===== src/design/dtwsl_pkg.sv =====
// Shared types, constants and the sequencer program of the DDS tuning word loader.
package dtwsl_pkg;

   // Field widths
   localparam int REF_W   = 28;
   localparam int CTRL_W  = 8;
   localparam int FREQ_W  = 27;
   localparam int WORD_W  = 32;
   localparam int KIND_W  = 2;
   localparam int POS_W   = 6;
   localparam int IDX_W   = 1;
   localparam int DATA_W  = 28;

   // Serial frame: four tuning word bytes and the control byte
   localparam int FRAME_BITS = 40;
   localparam logic [POS_W-1:0] LAST_POS = POS_W'(FRAME_BITS - 1);

   // Pulse kinds
   localparam logic [KIND_W-1:0] KIND_STROBE = 2'd0;
   localparam logic [KIND_W-1:0] KIND_LATCH  = 2'd1;
   localparam logic [KIND_W-1:0] KIND_RESET  = 2'd2;

   // Commands
   localparam logic CMD_SET_FREQ = 1'b0;
   localparam logic CMD_RESET    = 1'b1;

   // Register indexes
   localparam logic [IDX_W-1:0] REG_REF_CLOCK = 1'd0;
   localparam logic [IDX_W-1:0] REG_CONTROL   = 1'd1;

   // Program steps
   localparam int STEP_W = 3;
   localparam logic [STEP_W-1:0] S_IDLE  = 3'd0;
   localparam logic [STEP_W-1:0] S_DIV   = 3'd1;
   localparam logic [STEP_W-1:0] S_LOAD  = 3'd2;
   localparam logic [STEP_W-1:0] S_BITS  = 3'd3;
   localparam logic [STEP_W-1:0] S_LATCH = 3'd4;
   localparam logic [STEP_W-1:0] S_RST0  = 3'd5;
   localparam logic [STEP_W-1:0] S_RST1  = 3'd6;
   localparam logic [STEP_W-1:0] S_RST2  = 3'd7;

   // Next-step operations
   localparam int NX_W = 3;
   localparam logic [NX_W-1:0] NX_NEXT     = 3'd0;
   localparam logic [NX_W-1:0] NX_GOTO     = 3'd1;
   localparam logic [NX_W-1:0] NX_DISPATCH = 3'd2;
   localparam logic [NX_W-1:0] NX_WAIT_DIV = 3'd3;
   localparam logic [NX_W-1:0] NX_LOOP     = 3'd4;

   // One control word
   typedef struct packed {
      logic              in_ready;   // take a transaction in this step
      logic              div_load;   // start the divider on acceptance of a set frequency command
      logic              frame_load; // load frame shifter, clear bit count
      logic              emit;       // present a result this step
      logic [KIND_W-1:0] kind;
      logic              level_bit;  // data level from frame bit, else held level
      logic              pos_en;     // bit position from counter, else zero
      logic              word_en;    // carry tuning word and saturation, else zero
      logic              last;
      logic              shift;      // advance frame, count bit, update level
      logic [NX_W-1:0]   next_op;
      logic [STEP_W-1:0] target;
   } ctrl_type;

   // Status fed back to the sequencer
   typedef struct packed {
      logic accept;
      logic command;
      logic div_busy;
      logic bits_done;
      logic stall;
   } status_type;

   // Control store
   function automatic ctrl_type ucode(input logic [STEP_W-1:0] step);
      ctrl_type c;
      c = '0;
      case (step)
         S_IDLE: begin
            c.in_ready = 1'b1; c.div_load = 1'b1;
            c.next_op = NX_DISPATCH; c.target = S_RST0;
         end
         S_DIV: begin
            c.next_op = NX_WAIT_DIV;
         end
         S_LOAD: begin
            c.frame_load = 1'b1; c.next_op = NX_NEXT;
         end
         S_BITS: begin
            c.emit = 1'b1; c.kind = KIND_STROBE; c.level_bit = 1'b1;
            c.pos_en = 1'b1; c.word_en = 1'b1; c.shift = 1'b1;
            c.next_op = NX_LOOP;
         end
         S_LATCH: begin
            c.emit = 1'b1; c.kind = KIND_LATCH; c.word_en = 1'b1;
            c.last = 1'b1; c.next_op = NX_GOTO; c.target = S_IDLE;
         end
         S_RST0: begin
            c.emit = 1'b1; c.kind = KIND_RESET; c.next_op = NX_NEXT;
         end
         S_RST1: begin
            c.emit = 1'b1; c.kind = KIND_STROBE; c.next_op = NX_NEXT;
         end
         S_RST2: begin
            c.emit = 1'b1; c.kind = KIND_LATCH; c.last = 1'b1;
            c.next_op = NX_GOTO; c.target = S_IDLE;
         end
         default: begin
            c.next_op = NX_GOTO; c.target = S_IDLE;
         end
      endcase
      return c;
   endfunction

endpackage


===== src/design/dtwsl_channels.sv =====
// Handshake channel interfaces for commands, results and register writes.
interface dtwsl_req_if;
   logic                          valid;
   logic                          ready;
   logic                          command;
   logic [dtwsl_pkg::FREQ_W-1:0]  frequency_hz;
   modport source (output valid, command, frequency_hz, input ready);
   modport sink   (input valid, command, frequency_hz, output ready);
endinterface

interface dtwsl_rsp_if;
   logic                          valid;
   logic                          ready;
   logic [dtwsl_pkg::KIND_W-1:0]  pulse_kind;
   logic                          data_level;
   logic [dtwsl_pkg::POS_W-1:0]   bit_position;
   logic [dtwsl_pkg::WORD_W-1:0]  freq_word;
   logic                          saturated;
   logic                          last;
   modport source (output valid, pulse_kind, data_level, bit_position, freq_word,
                   saturated, last, input ready);
   modport sink   (input valid, pulse_kind, data_level, bit_position, freq_word,
                   saturated, last, output ready);
endinterface

interface dtwsl_csr_if;
   logic                          valid;
   logic                          ready;
   logic [dtwsl_pkg::IDX_W-1:0]   index;
   logic [dtwsl_pkg::DATA_W-1:0]  data;
   modport source (output valid, index, data, input ready);
   modport sink   (input valid, index, data, output ready);
endinterface


===== src/design/dtwsl_divider.sv =====
// Restoring divider, one quotient bit per cycle, for the rounded tuning word.
module dtwsl_divider (
   input  logic                          clock,
   input  logic                          reset,
   input  logic                          load,
   input  logic [dtwsl_pkg::FREQ_W-1:0]  freq,
   input  logic [dtwsl_pkg::REF_W-1:0]   refclk,
   output logic                          busy,
   output logic [dtwsl_pkg::WORD_W-1:0]  word,
   output logic                          saturated
);
   import dtwsl_pkg::*;

   // Divisor is 2*ref; dividend is f*2^33 + ref, whose upper part is 2f
   localparam int DEN_W = REF_W + 1;
   localparam int CNT_W = $clog2(WORD_W);

   logic                busy_ff, busy_in;
   logic [CNT_W-1:0]    cnt_ff, cnt_in;
   logic [DEN_W-1:0]    rem_ff, rem_in;
   logic [DEN_W-1:0]    den_ff, den_in;
   logic [WORD_W-1:0]   low_ff, low_in;
   logic                sat_ff, sat_in;
   logic [DEN_W:0]      trial;
   logic                qbit;

   assign trial = {rem_ff, low_ff[WORD_W-1]};
   assign qbit  = (trial >= {1'b0, den_ff});

   // Load operands or take one quotient bit
   always_comb begin
      busy_in = busy_ff;
      cnt_in  = cnt_ff;
      rem_in  = rem_ff;
      den_in  = den_ff;
      low_in  = low_ff;
      sat_in  = sat_ff;
      if (load) begin
         // Quotient overflows 32 bits exactly when f >= ref (also covers ref of zero)
         sat_in  = ({1'b0, freq} >= refclk);
         busy_in = ({1'b0, freq} < refclk);
         cnt_in  = '0;
         rem_in  = {1'b0, freq, 1'b0};
         den_in  = {refclk, 1'b0};
         low_in  = WORD_W'(refclk);
      end else if (busy_ff) begin
         rem_in  = qbit ? DEN_W'(trial - {1'b0, den_ff}) : trial[DEN_W-1:0];
         low_in  = {low_ff[WORD_W-2:0], qbit};
         cnt_in  = CNT_W'(cnt_ff + 1'b1);
         busy_in = (cnt_ff != {CNT_W{1'b1}});
      end
   end

   always_ff @(posedge clock) begin
      if (reset) begin
         busy_ff <= 1'b0;
      end else begin
         busy_ff <= busy_in;
      end
      cnt_ff <= cnt_in;
      rem_ff <= rem_in;
      den_ff <= den_in;
      low_ff <= low_in;
      sat_ff <= sat_in;
   end

   assign busy      = busy_ff;
   assign saturated = sat_ff;
   assign word      = sat_ff ? {WORD_W{1'b1}} : low_ff;
endmodule


===== src/design/dtwsl_sequencer.sv =====
// Step counter with control store lookup and conditional jumps.
module dtwsl_sequencer (
   input  logic                   clock,
   input  logic                   reset,
   input  dtwsl_pkg::status_type  status,
   output dtwsl_pkg::ctrl_type    ctrl
);
   import dtwsl_pkg::*;

   logic [STEP_W-1:0] step_ff, step_in;
   logic [STEP_W-1:0] step_next;

   assign ctrl      = ucode(step_ff);
   assign step_next = STEP_W'(step_ff + 1'b1);

   // Pick the next step; hold while a result cannot be placed
   always_comb begin
      step_in = step_ff;
      if (!status.stall) begin
         case (ctrl.next_op)
            NX_NEXT:     step_in = step_next;
            NX_GOTO:     step_in = ctrl.target;
            NX_DISPATCH: begin
               if (status.accept) begin
                  step_in = (status.command == CMD_RESET) ? ctrl.target : step_next;
               end
            end
            NX_WAIT_DIV: step_in = status.div_busy ? step_ff : step_next;
            NX_LOOP:     step_in = status.bits_done ? step_next : step_ff;
            default:     step_in = S_IDLE;
         endcase
      end
   end

   always_ff @(posedge clock) begin
      if (reset) begin
         step_ff <= S_IDLE;
      end else begin
         step_ff <= step_in;
      end
   end
endmodule


===== src/design/dds_tuning_word_serial_loader.sv =====
// DDS tuning word serial loader: top level with frame datapath and result register.
// Set frequency: an accept step, the divide step (passed straight through when
// saturated), a frame load, then 41 results one per cycle when results are taken
// at once. Reset command: 3 results, likewise one per cycle when taken at once.
// The radix-2 divider and the one-bit-per-cycle serial shift, which holds while a
// result cannot be placed, set the pace of a command.
// Synchronous reset returns the sequencer to idle, clears the data level and loads
// the register defaults; no pending result survives it.
module dds_tuning_word_serial_loader #(
   parameter logic [27:0] REF_CLOCK_RESET = 28'd180000000,
   parameter logic [7:0]  CONTROL_RESET   = 8'd1
) (
   input  logic        clock,
   input  logic        reset,
   dtwsl_req_if.sink   req_bus,
   dtwsl_rsp_if.source rsp_bus,
   dtwsl_csr_if.sink   csr_bus
);
   import dtwsl_pkg::*;

   ctrl_type   ctrl;
   status_type status;

   logic [REF_W-1:0]      ref_ff, ref_in;
   logic [CTRL_W-1:0]     cbyte_ff, cbyte_in;
   logic [FRAME_BITS-1:0] frame_ff, frame_in;
   logic [POS_W-1:0]      pos_ff, pos_in;
   logic                  level_ff, level_in;

   logic                  rsp_valid_ff, rsp_valid_in;
   logic [KIND_W-1:0]     kind_ff, kind_in;
   logic                  dlev_ff, dlev_in;
   logic [POS_W-1:0]      bpos_ff, bpos_in;
   logic [WORD_W-1:0]     word_ff, word_in;
   logic                  sat_ff, sat_in;
   logic                  last_ff, last_in;

   logic                  accept;
   logic                  out_free;
   logic                  fire;
   logic                  div_busy;
   logic [WORD_W-1:0]     div_word;
   logic                  div_sat;

   assign req_bus.ready = ctrl.in_ready & !reset;
   assign accept        = req_bus.valid & req_bus.ready;
   assign out_free      = !rsp_valid_ff || rsp_bus.ready;
   assign fire          = ctrl.emit & out_free;

   assign status.accept    = accept;
   assign status.command   = req_bus.command;
   assign status.div_busy  = div_busy;
   assign status.bits_done = (pos_ff == LAST_POS);
   assign status.stall     = ctrl.emit & !out_free;

   dtwsl_sequencer u_seq (
      .clock  (clock),
      .reset  (reset),
      .status (status),
      .ctrl   (ctrl)
   );

   dtwsl_divider u_div (
      .clock     (clock),
      .reset     (reset),
      .load      (accept & ctrl.div_load & (req_bus.command == CMD_SET_FREQ)),
      .freq      (req_bus.frequency_hz),
      .refclk    (ref_ff),
      .busy      (div_busy),
      .word      (div_word),
      .saturated (div_sat)
   );

   // Register writes
   assign csr_bus.ready = !reset;
   always_comb begin
      ref_in   = ref_ff;
      cbyte_in = cbyte_ff;
      if (csr_bus.valid) begin
         case (csr_bus.index)
            REG_REF_CLOCK: ref_in   = csr_bus.data[REF_W-1:0];
            REG_CONTROL:   cbyte_in = csr_bus.data[CTRL_W-1:0];
            default:       ref_in   = ref_ff;
         endcase
      end
   end

   // Frame shifter, bit counter and held data level
   always_comb begin
      frame_in = frame_ff;
      pos_in   = pos_ff;
      level_in = level_ff;
      if (ctrl.frame_load) begin
         frame_in = {cbyte_ff, div_word};
         pos_in   = '0;
      end else if (fire && ctrl.shift) begin
         frame_in = {1'b0, frame_ff[FRAME_BITS-1:1]};
         pos_in   = POS_W'(pos_ff + 1'b1);
         level_in = frame_ff[0];
      end
   end

   // Result register
   always_comb begin
      rsp_valid_in = rsp_valid_ff & !rsp_bus.ready;
      kind_in      = kind_ff;
      dlev_in      = dlev_ff;
      bpos_in      = bpos_ff;
      word_in      = word_ff;
      sat_in       = sat_ff;
      last_in      = last_ff;
      if (fire) begin
         rsp_valid_in = 1'b1;
         kind_in      = ctrl.kind;
         dlev_in      = ctrl.level_bit ? frame_ff[0] : level_ff;
         bpos_in      = ctrl.pos_en ? pos_ff : '0;
         word_in      = ctrl.word_en ? div_word : '0;
         sat_in       = ctrl.word_en & div_sat;
         last_in      = ctrl.last;
      end
   end

   always_ff @(posedge clock) begin
      if (reset) begin
         ref_ff       <= REF_CLOCK_RESET;
         cbyte_ff     <= CONTROL_RESET;
         level_ff     <= 1'b0;
         rsp_valid_ff <= 1'b0;
      end else begin
         ref_ff       <= ref_in;
         cbyte_ff     <= cbyte_in;
         level_ff     <= level_in;
         rsp_valid_ff <= rsp_valid_in;
      end
      frame_ff <= frame_in;
      pos_ff   <= pos_in;
      kind_ff  <= kind_in;
      dlev_ff  <= dlev_in;
      bpos_ff  <= bpos_in;
      word_ff  <= word_in;
      sat_ff   <= sat_in;
      last_ff  <= last_in;
   end

   assign rsp_bus.valid        = rsp_valid_ff;
   assign rsp_bus.pulse_kind   = kind_ff;
   assign rsp_bus.data_level   = dlev_ff;
   assign rsp_bus.bit_position = bpos_ff;
   assign rsp_bus.freq_word    = word_ff;
   assign rsp_bus.saturated    = sat_ff;
   assign rsp_bus.last         = last_ff;
endmodule

===== src/flat_wrapper.sv =====
// flat-port wrapper written by rule: the top's interface ports become plain ports
module dds_tuning_word_serial_loader_flat import dtwsl_pkg::*;
#(
   parameter logic [27:0] REF_CLOCK_RESET = 28'd180000000,
   parameter logic [7:0]  CONTROL_RESET   = 8'd1
)
  (clock, reset, req_bus_valid, req_bus_command, req_bus_frequency_hz, req_bus_ready, rsp_bus_valid, rsp_bus_pulse_kind, rsp_bus_data_level, rsp_bus_bit_position, rsp_bus_freq_word, rsp_bus_saturated, rsp_bus_last, rsp_bus_ready, csr_bus_valid, csr_bus_index, csr_bus_data, csr_bus_ready);
  dtwsl_req_if req_bus_i ();
  dtwsl_rsp_if rsp_bus_i ();
  dtwsl_csr_if csr_bus_i ();
  input  logic clock;
  input  logic reset;
  input wire logic [$bits(req_bus_i.valid)-1:0] req_bus_valid;
  input wire logic [$bits(req_bus_i.command)-1:0] req_bus_command;
  input wire logic [$bits(req_bus_i.frequency_hz)-1:0] req_bus_frequency_hz;
  output wire logic [$bits(req_bus_i.ready)-1:0] req_bus_ready;
  output wire logic [$bits(rsp_bus_i.valid)-1:0] rsp_bus_valid;
  output wire logic [$bits(rsp_bus_i.pulse_kind)-1:0] rsp_bus_pulse_kind;
  output wire logic [$bits(rsp_bus_i.data_level)-1:0] rsp_bus_data_level;
  output wire logic [$bits(rsp_bus_i.bit_position)-1:0] rsp_bus_bit_position;
  output wire logic [$bits(rsp_bus_i.freq_word)-1:0] rsp_bus_freq_word;
  output wire logic [$bits(rsp_bus_i.saturated)-1:0] rsp_bus_saturated;
  output wire logic [$bits(rsp_bus_i.last)-1:0] rsp_bus_last;
  input wire logic [$bits(rsp_bus_i.ready)-1:0] rsp_bus_ready;
  input wire logic [$bits(csr_bus_i.valid)-1:0] csr_bus_valid;
  input wire logic [$bits(csr_bus_i.index)-1:0] csr_bus_index;
  input wire logic [$bits(csr_bus_i.data)-1:0] csr_bus_data;
  output wire logic [$bits(csr_bus_i.ready)-1:0] csr_bus_ready;
  assign req_bus_i.valid = req_bus_valid;
  assign req_bus_i.command = req_bus_command;
  assign req_bus_i.frequency_hz = req_bus_frequency_hz;
  assign req_bus_ready = req_bus_i.ready;
  assign rsp_bus_valid = rsp_bus_i.valid;
  assign rsp_bus_pulse_kind = rsp_bus_i.pulse_kind;
  assign rsp_bus_data_level = rsp_bus_i.data_level;
  assign rsp_bus_bit_position = rsp_bus_i.bit_position;
  assign rsp_bus_freq_word = rsp_bus_i.freq_word;
  assign rsp_bus_saturated = rsp_bus_i.saturated;
  assign rsp_bus_last = rsp_bus_i.last;
  assign rsp_bus_i.ready = rsp_bus_ready;
  assign csr_bus_i.valid = csr_bus_valid;
  assign csr_bus_i.index = csr_bus_index;
  assign csr_bus_i.data = csr_bus_data;
  assign csr_bus_ready = csr_bus_i.ready;
  dds_tuning_word_serial_loader #(.REF_CLOCK_RESET(REF_CLOCK_RESET), .CONTROL_RESET(CONTROL_RESET)) u_core (.clock(clock), .reset(reset), .req_bus(req_bus_i), .rsp_bus(rsp_bus_i), .csr_bus(csr_bus_i));
endmodule

===== config.mk =====
export PLATFORM = sky130hd
export DESIGN_NAME = dds_tuning_word_serial_loader_flat
export DESIGN_NICKNAME = d
export VERILOG_FILES = /design/src/design/dtwsl_pkg.sv /design/src/design/dtwsl_channels.sv /design/src/design/dtwsl_divider.sv /design/src/design/dtwsl_sequencer.sv /design/src/design/dds_tuning_word_serial_loader.sv /design/src/flat_wrapper.sv
export SDC_FILE = /design/constraint.sdc
export NUM_CORES = 1
export LEC_CHECK = 0
export BUFFER_PORTS_ARGS = -buffer_cell sky130_fd_sc_hd__buf_4
export CORE_ASPECT_RATIO = 1.4
export CORE_MARGIN = 2
export CORE_UTILIZATION = 51
export DETAILED_ROUTE_END_ITERATION = 10
export PLACE_DENSITY = 0.7
export SETUP_SLACK_MARGIN = 0.15
export SLEW_MARGIN = 5
export SYNTH_ARGS = -nofsm -noshare
export SYNTH_HDL_FRONTEND = slang
export SYNTH_SLANG_ARGS = --single-unit

===== constraint.sdc =====
create_clock -name clock -period 5.1 [get_ports clock]
set_input_delay 0 -clock clock [delete_from_list [all_inputs] [get_ports clock]]
set_output_delay 0 -clock clock [all_outputs]
set_load 0.02 [all_outputs]

After elaboration in Yosys (flattened, before gate mapping)
Cells that the tools add are included.

word-level totals
  input port bits = 62
  flip-flop bits (word level) = 226
  word-level logic and storage cells = 100

operators by class
  magnitude comparators = 3
  reduce and logical (&&, ||, !) cells = 18
  add/subtract/negate cells = 4
  bitwise operators = 12
  muxes and demuxes = 26
  eq/ne operators = 16

operators with widths
  cell                                                                   number
  28-bit 2-to-1 mux                                                      4
  40-bit 2-to-1 mux                                                      2
  32-bit 2-to-1 mux                                                      1
  30-bit by 29-bit greater-or-equal comparator with 1-bit output         1
  3-bit case mux with 5 select lines                                     2
  29-bit 2-to-1 mux                                                      1
  29-bit subtractor                                                      1
  27-bit by 28-bit greater-or-equal comparator with 1-bit output         1
  27-bit by 28-bit less-than comparator with 1-bit output                1
  3-bit equality test, second input constant                             5
  3-bit 2-to-1 mux                                                       5
  3-bit by 2-bit equality test with 1-bit output, second input constant  4
  3-bit case mux with 3 select lines                                     1
  1-bit AND                                                              8
  1-bit 2-to-1 mux                                                       8
  6-bit by 1-bit adder with 6-bit output, second input constant          1
  3-bit by 1-bit equality test with 1-bit output, second input constant  2
  6-bit equality test, second input constant                             1
  3-bit logical NOT                                                      2
  2-bit AND reduction                                                    3
  2-bit OR reduction                                                     3
  5-bit by 1-bit adder with 5-bit output, second input constant          1
  5-bit != test, second input constant                                   1
  1-bit logical NOT                                                      4
  other kinds (10)                                                       16

Depth between registers and ports, before layout
  word-level depth = 7
  depth in mapped cells = 13

By module
A second synthesis with hierarchy kept.

second synthesis, totals
  cells, all modules = 1085
  area total of the unflattened synthesis = 11908.9 um^2

by module, submodules not included
  module                         area an instance (um^2)  sequential area each (um^2)  instances  cells each
  dtwsl_divider                  6456.2                   2762.6                       1          639
  dds_tuning_word_serial_loader  4966.0                   3373.2                       1          382
  dtwsl_sequencer                486.7                    60.1                         1          64

Worst setup path after synthesis
OpenSTA, ideal clock, no wires.

  kind = register -> register
  start point = reg u_core.u_seq.step_ff[2]
  end point = reg u_core.frame_ff[0] (enable)
  clock period less this slack = 4.639 ns
  library setup time = 0.398 ns
  arrival = 4.241 ns
  stages on the path, launching flop included = 7
  slack = 0.461 ns
  data required time = 4.702 ns
  buffers on the path = 1
  cell sequence = dfxtp_1 > clkbuf_1 > o21ai_0 > a21boi_0 > nor2b_1 > nand2_1 > nand2_1

between the ends
  longest elaborated chain between the ends = 6
  elaborated cells between the ends (all ways) = 14

RTL lines
  element                                                                                RTL line                              RTL
  start, declared                                                                        dtwsl_sequencer.sv:10                 logic [STEP_W-1:0] step_ff, step_in;
  start signal, assigned                                                                 dtwsl_sequencer.sv:39                 step_ff <= step_in;
  3-bit equality test or 3-bit by 2-bit equality test with 1-bit output (tied branches)  dtwsl_pkg.sv:79                       case (step)
  2-bit OR reduction (no line)                                                           -
  3-bit case mux with 3 select lines (*)                                                 dtwsl_pkg.sv:79
  1-bit AND (*)                                                                          dds_tuning_word_serial_loader.sv:48   assign fire = ctrl.emit & out_free;
  named net u_core.fire                                                                  dds_tuning_word_serial_loader.sv:40   logic fire;
  1-bit logical AND (*)                                                                  dds_tuning_word_serial_loader.sv:96   end else if (fire && ctrl.shift) begin
  2-bit nonzero test (no line) (*)                                                       -
  end signal, assigned                                                                   dds_tuning_word_serial_loader.sv:135  frame_ff <= frame_in;
  end, declared                                                                          dds_tuning_word_serial_loader.sv:26   logic [FRAME_BITS-1:0] frame_ff, frame_in;

The timed path passes the listed nets; every way through them passes the cells marked *.
A chain may end at the register's enable or synchronous reset.

Worst setup path in the final report
  start point = reg u_core.u_div.rem_ff[0]
  end point = reg u_core.u_div.rem_ff[25], data pin

between the ends
  longest elaborated chain between the ends = 4
  elaborated cells between the ends (all ways) = 5

RTL lines
  element                                                                                              RTL line                                  RTL
  start, declared                                                                                      dtwsl_divider.sv:20                       logic [DEN_W-1:0] rem_ff, rem_in;
  start signal, assigned                                                                               dtwsl_divider.sv:61                       rem_ff <= rem_in;
  29-bit subtractor or 30-bit by 29-bit greater-or-equal comparator with 1-bit output (tied branches)  dtwsl_divider.sv:47, dtwsl_divider.sv:28
  29-bit 2-to-1 mux (*)                                                                                dtwsl_divider.sv:47                       rem_in = qbit ? DEN_W'(trial - {1'b0, den_ff}) : trial[DEN_W-1:0];
  28-bit 2-to-1 mux (*)                                                                                dtwsl_divider.sv:46                       end else if (busy_ff) begin
  28-bit 2-to-1 mux (*)                                                                                dtwsl_divider.sv:38                       if (load) begin
  named net u_core.u_div.rem_in[25]                                                                    dtwsl_divider.sv:20

The timed path passes the listed nets; every way through them passes the cells marked *. The select of a mux whose other input is x is not followed.

==> metrics.log <==
[metrics] run status: complete, no violations
[metrics] number of max-cap violations: 0
[metrics] required arrival time at the worst endpoint: 5.45 ns
[metrics] library cell with the largest summed area after synthesis: sky130_fd_sc_hd__edfxtp_1
[metrics] sequential-to-total area share from yosys stat: 0.543
[metrics] LEAKAGE: 5.69 nW
[metrics] area of the mapped netlist: 0.0114 mm2
[metrics] final setup skew: 0.00787 ns
[metrics] area of the placeable core: 0.0219 mm2
[metrics] worst-skew pair later-pin latency: 0.50 ns
[metrics] Worst Reg-to-Reg Cells: 12
[metrics] vertical extent of the die: 181 um
[metrics] most instantiated cells after synthesis: 167 x sky130_fd_sc_hd__edfxtp_1, 156 x sky130_fd_sc_hd__nand2_1, 141 x sky130_fd_sc_hd__nor2_1
[metrics] All-Layer GR Usage: 0.238
[metrics] critical path start-end classification: reg -> reg
[metrics] relative max-transition margin: 0.247
[metrics] Critical Path Source Type: flop
[metrics] min Tclk post-route: 3.51 ns
[metrics] diode count: 0
[metrics] die area: 0.0236 mm2
[metrics] number of routed nets with antenna violations: 0
[metrics] WP data arrival: 3.86 ns
[metrics] clk buf depth: 3
[metrics] Final Max Slew Viols: 0
[metrics] routed wire length: 28000 um
[metrics] Die Wd: 130 um
[metrics] largest fanout on the critical path: 4
[metrics] Post-Syn Area per Cell: 9.97 um2
[metrics] number of nets produced by synthesis: 1271
[metrics] Min-Delay Path Class: in -> reg
[metrics] most instantiated flip-flop cell in the synthesis netlist: sky130_fd_sc_hd__edfxtp_1
[metrics] post-layout net count: 1431
[metrics] Min-Delay Startpoint: req_bus_valid
[metrics] global route total overflow: 0
[metrics] Reg-to-Reg Start: u_core.u_div.rem_ff[0]
[metrics] antenna violations before repair: 1
[metrics] post-CTS sizing: 0
[metrics] count of routing violations after the opening detailed-route iteration: 728
[metrics] clock slew seen by the registers of the worst setup and hold paths: 0.06 ns
[metrics] starting density of the core: 0.520
[metrics] Layout Utilization: 0.636
[metrics] final hold violation count: 0
[metrics] most numerous cell in the Yosys netlist: sky130_fd_sc_hd__edfxtp_1
[metrics] Netlist cell types: 64
[metrics] global-route wire length before repair: 44600 um
[metrics] Max H-tree Level: 1
[metrics] global placer's final weighted congestion: 0.904
[metrics] fraction of synthesized cell area taken by the top area cell type: 0.440
[metrics] fraction of registers with async set/reset: 0
[metrics] routed via count: 9012
[metrics] worst hold-check slack: 0.251 ns
[metrics] transition time at the pin with the least slew margin: 1.11 ns
[metrics] RR Endpoint: u_core.u_div.rem_ff[25]
[metrics] total negative slack: 0 ns
[metrics] number of enable flip-flop cells after synthesis: 167
[metrics] count of synthesis-stage warnings from yosys: 0
[metrics] Hold-fix buffers, CTS: 79
[metrics] gate count of the mapped netlist: 1144
[metrics] vias in the first global route: 8790
[metrics] share of post-route cells with drive strength above 1: 0.127
[metrics] row cnt: 64
[metrics] pwr dens: 444 mW/mm2
[metrics] maximum frequency from static timing analysis: 285 MHz
[metrics] count of unresolved DRC violations after routing: 0
[metrics] 1st-pass router iterations: 5
[metrics] post-CTS setup-driven buffer insertion count: 0
[metrics] Hold Path Depth: 6
[metrics] final HPWL from detailed placement: 19800 um
[metrics] flip-flop and latch count after synthesis: 226
[metrics] hold-critical path endpoint: u_core.u_seq.step_ff[0]
[metrics] clock tree from TritonCTS: built
[metrics] mean number of vias per cell: 5.57
[metrics] dominant cells by area after synthesis: sky130_fd_sc_hd__edfxtp_1 44%, sky130_fd_sc_hd__dfxtp_1 10%, sky130_fd_sc_hd__ha_1 7.0%, sky130_fd_sc_hd__nand2_1 5.1%, sky130_fd_sc_hd__nor2_1 4.6%
[metrics] IR Drop Worst-Case VDD: 0.252 mV
[metrics] CTS root buffer: sky130_fd_sc_hd__clkbuf_16
[metrics] Top Ports: 108
[metrics] endpoint class of the critical path: flop
[metrics] Inserted Clock Buffers: 23
[metrics] Avg WL per Cell: 17.3 um
[metrics] Tcrit/Tclk final: 0.689
[metrics] final setup violation count: 0
[metrics] Register-to-Register Setup Slack: 1.59 ns
[metrics] setup repair after global routing missed its margin: no
[metrics] pin count of the biggest net entering global routing: 68
[metrics] area growth from synthesis to final layout: 22.4%
[metrics] Port-buffer cells: 107
[metrics] number of sinks handled by clock tree synthesis: 226
==> where the power goes <==
| group | switching (mW) | internal [mW] |
|---|---|---|
| combinational | 1.19 | 0.717 |
| sequential | 0.168 | 2.45 |
| clock | 0.673 | 1.00 |
==> worst max path at each step <==
stage / startpoint / end / slack (ns) / cells past startpoint
finish: u_core.u_div.rem_ff[0] / u_core.u_div.rem_ff[25] / 1.59 / 12
global placement: u_core.u_div.rem_ff[0] / u_core.u_div.rem_ff[25] / 1.69 / 12
global route: u_core.u_div.rem_ff[0] / u_core.u_div.rem_ff[25] / 1.44 / 12
CTS: u_core.u_div.rem_ff[0] / u_core.u_div.rem_ff[25] / 1.60 / 12
floorplan: u_core.u_seq.step_ff[2] / u_core.frame_ff[0] / 0.46 / 6
detailed placement: u_core.u_div.rem_ff[0] / u_core.u_div.rem_ff[25] / 1.62 / 12
==> stage by stage <==
stage / power [mW] / std cells / setup WS, ns / area, um2
final: 6.20 / 1617 / 1.59 / 14000
after global routing: 6.54 / 1617 / 1.44 / 14000
after CTS: 6.22 / 1617 / 1.60 / 14000
after detailed placement: 4.50 / 1497 / 1.62 / 12400
after global placement: 4.47 / 1497 / 1.69 / 12400
after floorplan: 3.94 / 1144 / 0.461 / 11400
==> cells in the final DEF (no fill, tap or decap), types with 4 or more instances in the layout <==
| cell type | instances |
|---|---|
| sky130_fd_sc_hd__edfxtp_1 | 167 |
| sky130_fd_sc_hd__nand2_1 | 156 |
| sky130_fd_sc_hd__nor2_1 | 141 |
| sky130_fd_sc_hd__buf_4 | 118 |
| sky130_fd_sc_hd__a21oi_1 | 101 |
| sky130_fd_sc_hd__dlygate4sd3_1 | 79 |
| sky130_fd_sc_hd__ha_1 | 64 |
| sky130_fd_sc_hd__inv_1 | 63 |
| sky130_fd_sc_hd__nand3_1 | 61 |
| sky130_fd_sc_hd__dfxtp_1 | 59 |
| sky130_fd_sc_hd__o21ai_0 | 49 |
| sky130_fd_sc_hd__clkbuf_16 | 24 |
| sky130_fd_sc_hd__o211ai_1 | 19 |
| sky130_fd_sc_hd__a21o_1 | 18 |
| sky130_fd_sc_hd__xor2_1 | 18 |
| sky130_fd_sc_hd__nand4_1 | 17 |
| sky130_fd_sc_hd__mux2i_1 | 14 |
| sky130_fd_sc_hd__xnor2_1 | 12 |
| sky130_fd_sc_hd__and2_1 | 11 |
| sky130_fd_sc_hd__o21a_1 | 8 |
| sky130_fd_sc_hd__nor3_1 | 8 |
| sky130_fd_sc_hd__o21ai_1 | 7 |
| sky130_fd_sc_hd__clkbuf_1 | 7 |
| sky130_fd_sc_hd__nand2b_1 | 6 |
| sky130_fd_sc_hd__nor2b_1 | 6 |
| sky130_fd_sc_hd__a211oi_1 | 5 |
| sky130_fd_sc_hd__a32oi_1 | 5 |
| sky130_fd_sc_hd__o31ai_1 | 5 |
| sky130_fd_sc_hd__o21bai_1 | 4 |
| sky130_fd_sc_hd__clkinv_1 | 4 |
==> per-layer routing <==
metal  vias up  share of wire  GRT usage
met5         -        0.00046          0
met4         2          0.036     0.0868
met3        59          0.049     0.0296
met2       292           0.50      0.421
met1      4282           0.41      0.297
li1       4377              -          -
==> worst max-delay path, stage by stage (launching register included) <==
cell	delay [ns]
sky130_fd_sc_hd__dfxtp_1	0.31
sky130_fd_sc_hd__inv_1	0.07
sky130_fd_sc_hd__ha_1	0.19
sky130_fd_sc_hd__inv_1	0.06
sky130_fd_sc_hd__fa_1	0.42
sky130_fd_sc_hd__a211oi_1	0.35
sky130_fd_sc_hd__o211ai_1	0.13
sky130_fd_sc_hd__a221oi_1	0.42
sky130_fd_sc_hd__o21ai_1	0.21
sky130_fd_sc_hd__a41o_1	0.30
sky130_fd_sc_hd__a221oi_2	0.37
sky130_fd_sc_hd__mux2_2	0.38
sky130_fd_sc_hd__o21ai_0	0.15
==> final cells by class <==
cell class                      instances  area (um2)
Fill cell                            1832        7980
Sequential cell                       226        6200
Multi-Input combinational cell        791        4720
Timing Repair Buffer                  197        1680
Clock buffer                           34         668
Tap cell                              297         372
Inverter                               65         244
Clock inverter                          7        80.1
==> registers in the layout (all words and copies together) (netlist names), 2 cells and up <==
name,flops
u_core.u_div.rem_ff,29
u_core.rsp_bus.pulse_kind,2
u_core.ref_ff,28
u_core.rsp_bus.freq_word,32
u_core.rsp_bus.bit_position,6
u_core.pos_ff,6
u_core.u_seq.step_ff,3
u_core.u_div.cnt_ff,5
u_core.u_div.low_ff,32
u_core.cbyte_ff,8
u_core.frame_ff,40
u_core.u_div.den_ff,28
==> kinds of logic after synthesis <==
| group | count (synthesis) | synth area share |
|---|---|---|
| mux | 16 | 0.0143 |
| fa+ha+maj | 65 | 0.0720 |
| buf+inv | 127 | 0.0441 |
| compound gates | 252 | 0.139 |
| xor+xnor | 30 | 0.0230 |
| simple gates | 428 | 0.164 |
| flops | 226 | 0.543 |
No activity file was read; power rests on OpenSTA's default activity.
